`config.mk`:
```
export PLATFORM = sky130hd
export DESIGN_NAME = utf8_byte_stream_decoder
export DESIGN_NICKNAME = d
export VERILOG_FILES = /design/src/rtl/u8d_pkg.sv /design/src/rtl/utf8_byte_stream_decoder.sv /design/src/rtl/u8d_step.sv
export VERILOG_INCLUDE_DIRS = /design/src /design/src/rtl
export SDC_FILE = /design/constraint.sdc
export NUM_CORES = 1
export LEC_CHECK = 0
export BUFFER_PORTS_ARGS = -buffer_cell sky130_fd_sc_hd__buf_2
export CAP_MARGIN = 40
export CORE_MARGIN = 8
export CORE_UTILIZATION = 55
export CTS_BUF_LIST = sky130_fd_sc_hd__clkbuf_4 sky130_fd_sc_hd__clkbuf_8 sky130_fd_sc_hd__clkbuf_16
export CTS_CLUSTER_DIAMETER = 80
export DETAILED_ROUTE_END_ITERATION = 16
export GPL_ROUTABILITY_DRIVEN = 1
export PLACE_DENSITY = 0.78
export RECOVER_POWER = 50
export SLEW_MARGIN = 20
export SYNTH_ARGS = -nofsm -noshare
export SYNTH_HDL_FRONTEND = slang
export SYNTH_SLANG_ARGS = --single-unit
```
`constraint.sdc`:
```
create_clock -name clk -period 3.58 [get_ports clk]
set_input_delay 0.179 -clock clk [delete_from_list [all_inputs] [get_ports clk]]
set_output_delay 0.179 -clock clk [all_outputs]
set_load 0.02 [all_outputs]
```
`src/rtl/utf8_byte_stream_decoder_assert.svh`:
```
// assertion macros for the utf8 byte stream decoder
// they expect clk and rst_n in scope
`ifndef UTF8_BYTE_STREAM_DECODER_ASSERT_SVH
`define UTF8_BYTE_STREAM_DECODER_ASSERT_SVH

`define U8D_ASSERT_ALWAYS(label, cond, msg) \
    label: assert property (@(posedge clk) disable iff (!rst_n) (cond)) \
        else $error(msg);

`define U8D_ASSERT_NEXT(label, ante, cons, msg) \
    label: assert property (@(posedge clk) disable iff (!rst_n) (ante) |=> (cons)) \
        else $error(msg);

`endif

```
`src/rtl/u8d_pkg.sv`:
```
package u8d_pkg;

    localparam int unsigned BYTE_W = 8;
    localparam int unsigned CODE_W = 16;

    localparam logic [BYTE_W-1:0] CONT_MASK = 8'h3F;
    localparam logic [BYTE_W-1:0] TWO_MASK  = 8'h1F;
    localparam logic [BYTE_W-1:0] THREE_MASK = 8'h0F;

    localparam logic [1:0] PEND_NONE = 2'd0;
    localparam logic [1:0] PEND_ONE  = 2'd1;
    localparam logic [1:0] PEND_TWO  = 2'd2;

    // kind of sequence in progress
    typedef enum logic [3:0] {
        KIND_NONE  = 4'b0001,
        KIND_TWO   = 4'b0010,
        KIND_THREE = 4'b0100,
        KIND_BAD   = 4'b1000
    } kind_t;

    typedef struct packed {
        logic [1:0]        pending;
        kind_t             kind;
        logic [CODE_W-1:0] partial;
    } dec_state_t;

    localparam dec_state_t STATE_IDLE = '{
        pending: PEND_NONE,
        kind:    KIND_NONE,
        partial: '0
    };

endpackage

```
`src/rtl/utf8_byte_stream_decoder.sv`:
```
// channel | direction | handshake           | payload
// in      | receive   | in_valid, in_stall   | in_byte
// out     | send      | out_valid, out_stall | code_point
//
// one byte per cycle when out is not stalled; a result is presented once the byte
// that completes its sequence is accepted and has passed the input register, then
// the result register
// rst_n clears the decode state and both valid flags; anything in flight is dropped
// a stalled result holds the input register, which then stalls in; bytes that
// give no result still pass while a result waits
module utf8_byte_stream_decoder (
    input  logic                        clk,
    input  logic                        rst_n,
    input  logic                        in_valid,
    output logic                        in_stall,
    input  logic [u8d_pkg::BYTE_W-1:0]  in_byte,
    output logic                        out_valid,
    input  logic                        out_stall,
    output logic [u8d_pkg::CODE_W-1:0]  code_point
);
    import u8d_pkg::*;

    `include "utf8_byte_stream_decoder_assert.svh"

    logic              byte_valid_reg;
    logic [BYTE_W-1:0] byte_reg;
    dec_state_t        state_reg;
    dec_state_t        state_next;
    logic              out_valid_reg;
    logic [CODE_W-1:0] code_reg;
    logic              step_emit;
    logic [CODE_W-1:0] step_code;
    logic              advance;
    logic              out_free;

    u8d_step u_step (
        .cur        (state_reg),
        .in_byte    (byte_reg),
        .nxt        (state_next),
        .emit       (step_emit),
        .code_point (step_code)
    );

    assign out_free = !out_valid_reg || !out_stall;
    // a byte with no result may move on even while a result waits
    assign advance  = byte_valid_reg && (out_free || !step_emit);
    assign in_stall = byte_valid_reg && !advance;

    always_ff @(posedge clk or negedge rst_n)
    begin
        if (!rst_n)
        begin
            byte_valid_reg <= 1'b0;
            state_reg      <= STATE_IDLE;
            out_valid_reg  <= 1'b0;
        end
        else
        begin
            if (!in_stall)
            begin
                byte_valid_reg <= in_valid;
            end
            if (advance)
            begin
                state_reg <= state_next;
            end
            if (out_free)
            begin
                out_valid_reg <= advance && step_emit;
            end
        end
    end

    always_ff @(posedge clk)
    begin
        if (!in_stall && in_valid)
        begin
            byte_reg <= in_byte;
        end
        if (out_free && advance && step_emit)
        begin
            code_reg <= step_code;
        end
    end

    assign out_valid  = out_valid_reg;
    assign code_point = code_reg;

    `U8D_ASSERT_ALWAYS(a_pending_range, state_reg.pending != 2'd3, "pending count of three")
    `U8D_ASSERT_ALWAYS(a_kind_idle, (state_reg.kind == KIND_NONE) == (state_reg.pending == PEND_NONE), "kind and pending disagree")
    `U8D_ASSERT_ALWAYS(a_two_left, (state_reg.pending != PEND_TWO) || (state_reg.kind == KIND_THREE), "two bytes pending outside a three byte sequence")
    `U8D_ASSERT_NEXT(a_emit_lands, advance && step_emit, out_valid_reg, "completed transaction not presented")
    `U8D_ASSERT_NEXT(a_bad_zero, advance && step_emit && (state_reg.kind == KIND_BAD), code_reg == '0, "unsupported lead gave a nonzero code")

endmodule

```
`src/rtl/u8d_step.sv`:
```
module u8d_step (
    input  u8d_pkg::dec_state_t         cur,
    input  logic [u8d_pkg::BYTE_W-1:0]  in_byte,
    output u8d_pkg::dec_state_t         nxt,
    output logic                        emit,
    output logic [u8d_pkg::CODE_W-1:0]  code_point
);
    import u8d_pkg::*;

    logic [CODE_W-1:0] low6;
    logic [CODE_W-1:0] lead2;
    logic [CODE_W-1:0] lead3;

    assign low6  = {{(CODE_W-BYTE_W){1'b0}}, in_byte & CONT_MASK};
    assign lead2 = {{(CODE_W-BYTE_W){1'b0}}, in_byte & TWO_MASK} << 6;
    assign lead3 = {{(CODE_W-BYTE_W){1'b0}}, in_byte & THREE_MASK} << 12;

    always_comb
    begin
        nxt        = STATE_IDLE;
        emit       = 1'b0;
        code_point = '0;
        case (cur.pending)
            PEND_ONE:
            begin
                // last byte of the sequence
                emit = 1'b1;
                if (cur.kind != KIND_BAD)
                begin
                    code_point = cur.partial | low6;
                end
            end
            PEND_TWO:
            begin
                nxt.pending = PEND_ONE;
                nxt.kind    = cur.kind;
                nxt.partial = cur.partial | (low6 << 6);
            end
            default:
            begin
                // idle, and the unreachable pending count of three
                if (!in_byte[BYTE_W-1])
                begin
                    emit       = 1'b1;
                    code_point = {{(CODE_W-BYTE_W){1'b0}}, in_byte};
                end
                else if (in_byte inside {[8'hC0:8'hDF]})
                begin
                    nxt.pending = PEND_ONE;
                    nxt.kind    = KIND_TWO;
                    nxt.partial = lead2;
                end
                else if (in_byte inside {[8'hE0:8'hEF]})
                begin
                    nxt.pending = PEND_TWO;
                    nxt.kind    = KIND_THREE;
                    nxt.partial = lead3;
                end
                else
                begin
                    // unsupported lead swallows one byte then gives zero
                    nxt.pending = PEND_ONE;
                    nxt.kind    = KIND_BAD;
                end
            end
        endcase
    end

endmodule

```
==> out/qor.csv <==
stage,metric,value,unit
run_status,status,completed,
clock_network,clockBufferDepth,2,
worst_setup_path,r2r_cells,5,
synthesis,ys_ff_latch,42,
final_layout,register_area,1172,µm²
routing,via_count,1071,
timing,maxSlewViolCount,0,
timing,final.period_utilization,61.58,%
worst_setup_path,required,3.89,ns
timing,maxSlewHeadroom,29.48,%
worst_hold_path,min_to,byte_valid_reg,
final_layout,fillers,244,
final_layout,area_growth,16.36,%
clock_network,cts_made_buffers,5,
pwr,power_switching,0.4797,mW
routing,wl,2931,µm
placed_design,gp_congestion,0.8292,
worst_setup_path,crit_type,reg -> reg,
worst_setup_path,path_buf_inv,1,
timing,worst_slew_pin_slew,1.045,ns
clock_network,cts_tree,done,
floorplanning,io-pin-count,30,
pwr,seqPwrFrac,51.3,%
final_layout,diodes,0,
pwr,power_frac_comb,31.1,%
worst_hold_path,hold_class,in -> reg,
timing,fmax,453.6,MHz
worst_setup_path,arrival,2.51,ns
worst_setup_path,cp_cell_sequence,inv_1 -> ha_1 -> and2_4 -> o311ai_0 -> a32o_1,
floorplanning,dieWidth,72.68,µm
grt,antenna_found_initial,0,
timing,clock_skew,0.008731,ns
floorplanning,coreArea,3053,µm²
timing,rsz0062_at_grt,false,
worst_hold_path,holdCritStartpoint,in_valid,
final_layout,stdcell_count,209,
grt,grt_pass1_wl,4747,µm
grt,first_global_vias,1086,
routing,wire_per_inst,14.02,µm
worst_setup_path,cpMaxStageDelayCell,o311ai_0,
run,cap_violations,0,
synthesis,ys_seq_area_share,66.36,%
floorplanning,rows,20,
pwr,ir_drop,0.0003423,V
worst_setup_path,path_max_fanout,9,
synthesis,ys.flop_type,edfxtp_1,
placed_design,hpwl,2251,µm
routing,drt_first_pass_iters,4,
synthesis,synth_edf_count,24,
worst_hold_path,holdPathStages,2,
worst_setup_path,r2r_setup_slack,1.38,ns
pwr,powerDensity,655.6,nW/µm²
routing,drtIter0Drc,41,
floorplanning,die_area,5282,µm²
clock_network,clockRootBuffer,clkbuf_4,
final_layout,finalInstanceArea,2056,µm²
worst_setup_path,r2r-start,state_reg[20],
grt,grt_util_all_layers,11.74,%
placed_design,place_area,1944,µm²
worst_setup_path,endpoint_kind,flop,
routing,final_antenna_net_count,0,
clock_network,clock_sinks,42,
synthesis,synthArstFlopShare,42.86,%
floorplanning,fp.dieH,72.68,µm
worst_setup_path,start_kind,flop,
synthesis,synthCells,121,
pwr,p_leak,0.8471,nW
synthesis,synth_cell_types,31,
timing,post-route-min-period,2.204,ns
placed_design,placed_cells,192,
placed_design,io_buffers,29,
timing,setup_tns,0,ns
worst_setup_path,crit_family,compound AO/OA/AOI/OAI gates,
floorplanning,start_util,57.87,%
worst_setup_path,cp_slowest_stage_delay,0.89,ns
grt,grt_start_max_net_pins,19,
timing,hold_violations,0,
synthesis,yosysWarningCount,0,
routing,drcViolationCount,0,
synthesis,syn_area_per_cell,14.60,µm²
worst_setup_path,reg2reg_to,state_reg[8],
clock_network,clk-insertion-delay-late,0.36,ns
clock_network,cts_setup_buffers,0,
routing,avgViaCountPerCell,5.124,
final_layout,final_nets,178,
synthesis,netlist_area,1767,µm²
grt,overflow,0,
pwr,clkPwrFrac,17.6,%
clock_network,h-tree-depth,2,
final_layout,multi_input_area,531.8,µm²
timing,setup_viol,0,
final_layout,drive_gt1_share,18.18,%
clock_network,clk_pin_slew,0.13,ns
synthesis,synth_nets,135,
pwr,switching_share,35.59,%
pwr,p_int,0.8681,mW
## final cells by class
type | count | share of cell area, %
sequential | 42 | 57.03
multi-input combinational | 71 | 25.87
timing repair buffer | 38 | 10.35
tap | 44 | 2.678
clock buffer | 5 | 1.826
clock inverter | 3 | 1.156
inverter | 6 | 1.096
## placed cells by master, fill, tap and decap left out, types with 2 or more instances in the layout
cell	Yosys	routed
and2_0	0	4
nand2_1	6	6
mux2_2	6	6
inv_1	6	6
nand3_1	2	2
clkbuf_4	0	5
nor2_1	3	3
clkinvlp_4	0	2
dfrtp_1	17	17
dlygate4sd3_1	0	9
a32o_1	6	6
clkbuf_1	0	18
edfxtp_1	24	24
o21ai_0	3	3
nand2b_1	5	5
and2_1	18	14
and3_1	4	4
buf_2	0	11
ha_1	2	2
## kinds of logic (layout without fill, tap and decap cells)
group                      after synthesis  after routing  synth area share [%]
buffers and inverters                    8             52                 2.549
adders and majority gates                2              2                 1.416
AOI/OAI and AO/OA                       17             17                 9.916
DFF                                     42             42                 66.36
muxes                                    8              8                 5.240
and+or+nand+nor                         44             44                 14.52
## synthesized netlist by cell type (all sizes together) (2+ instances only)
master	n	area (µm²)
a32o	6	60.06
nand2b	5	31.28
and2	19	121.4
buf	2	22.52
edfxtp	24	720.7
a31oi	2	27.53
nor2	3	11.26
mux2	7	82.57
dfrtp	17	425.4
nand2	6	22.52
and3	4	25.02
nand3	2	10.01
o21ai	3	15.01
inv	6	22.52
ha	2	25.02
## per-stage QoR
stage / power, mW / hold WS (ns) / worst slack (ns) / utilization, %
2_1_floorplan: 1.039 / -0.1166 / 1.493 / -
3_3_place_gp: 1.127 / 0.1203 / 1.395 / 63.69
3_5_place_dp: 1.147 / 0.1285 / 1.298 / 63.69
4_1_cts: 1.388 / 0.005286 / 1.294 / 68.65
5_1_grt: 1.424 / 0.01406 / 1.183 / 67.34
6_report: 1.348 / 0.01980 / 1.376 / 67.34
## per-layer routing
metal  share of wire, %  wire [µm]  vias up  track usage [%]
li1                   -          -      524                -
met1                 43       1255      505            12.77
met2                 47       1389       34            19.48
met3                7.4        217        8            3.709
met4                2.3         68        0            7.111
met5                  0          0        -                0
## power by group through the flow
| stage | registers (mW) | logic, mW | clock network [mW] |
|---|---|---|---|
| floorplan | 0.767 | 0.272 | 0 |
| global placement | 0.698 | 0.430 | 0 |
| detailed placement | 0.702 | 0.445 | 0 |
| CTS | 0.691 | 0.453 | 0.244 |
| global route | 0.706 | 0.459 | 0.259 |
| finish | 0.691 | 0.420 | 0.237 |
## repair_timing
action	in CTS	in global routing
hold endpoints to repair	25	0
gates resized for setup	0	0
hold buffers	9	0
## how the worst max path moves through the flow
stage | slack (ns) | to | startpoint | cells past startpoint
2_1_floorplan | 1.49 | code_point[0] | state_reg[20] | 6
3_3_place_gp | 1.39 | code_point[6] | state_reg[20] | 5
3_5_place_dp | 1.30 | code_point[1] | state_reg[20] | 5
4_1_cts | 1.29 | code_point[14] | state_reg[20] | 5
5_1_grt | 1.18 | state_reg[9] | state_reg[20] | 5
6_report | 1.38 | state_reg[8] | state_reg[20] | 5
(Power assumes the default switching activity.)
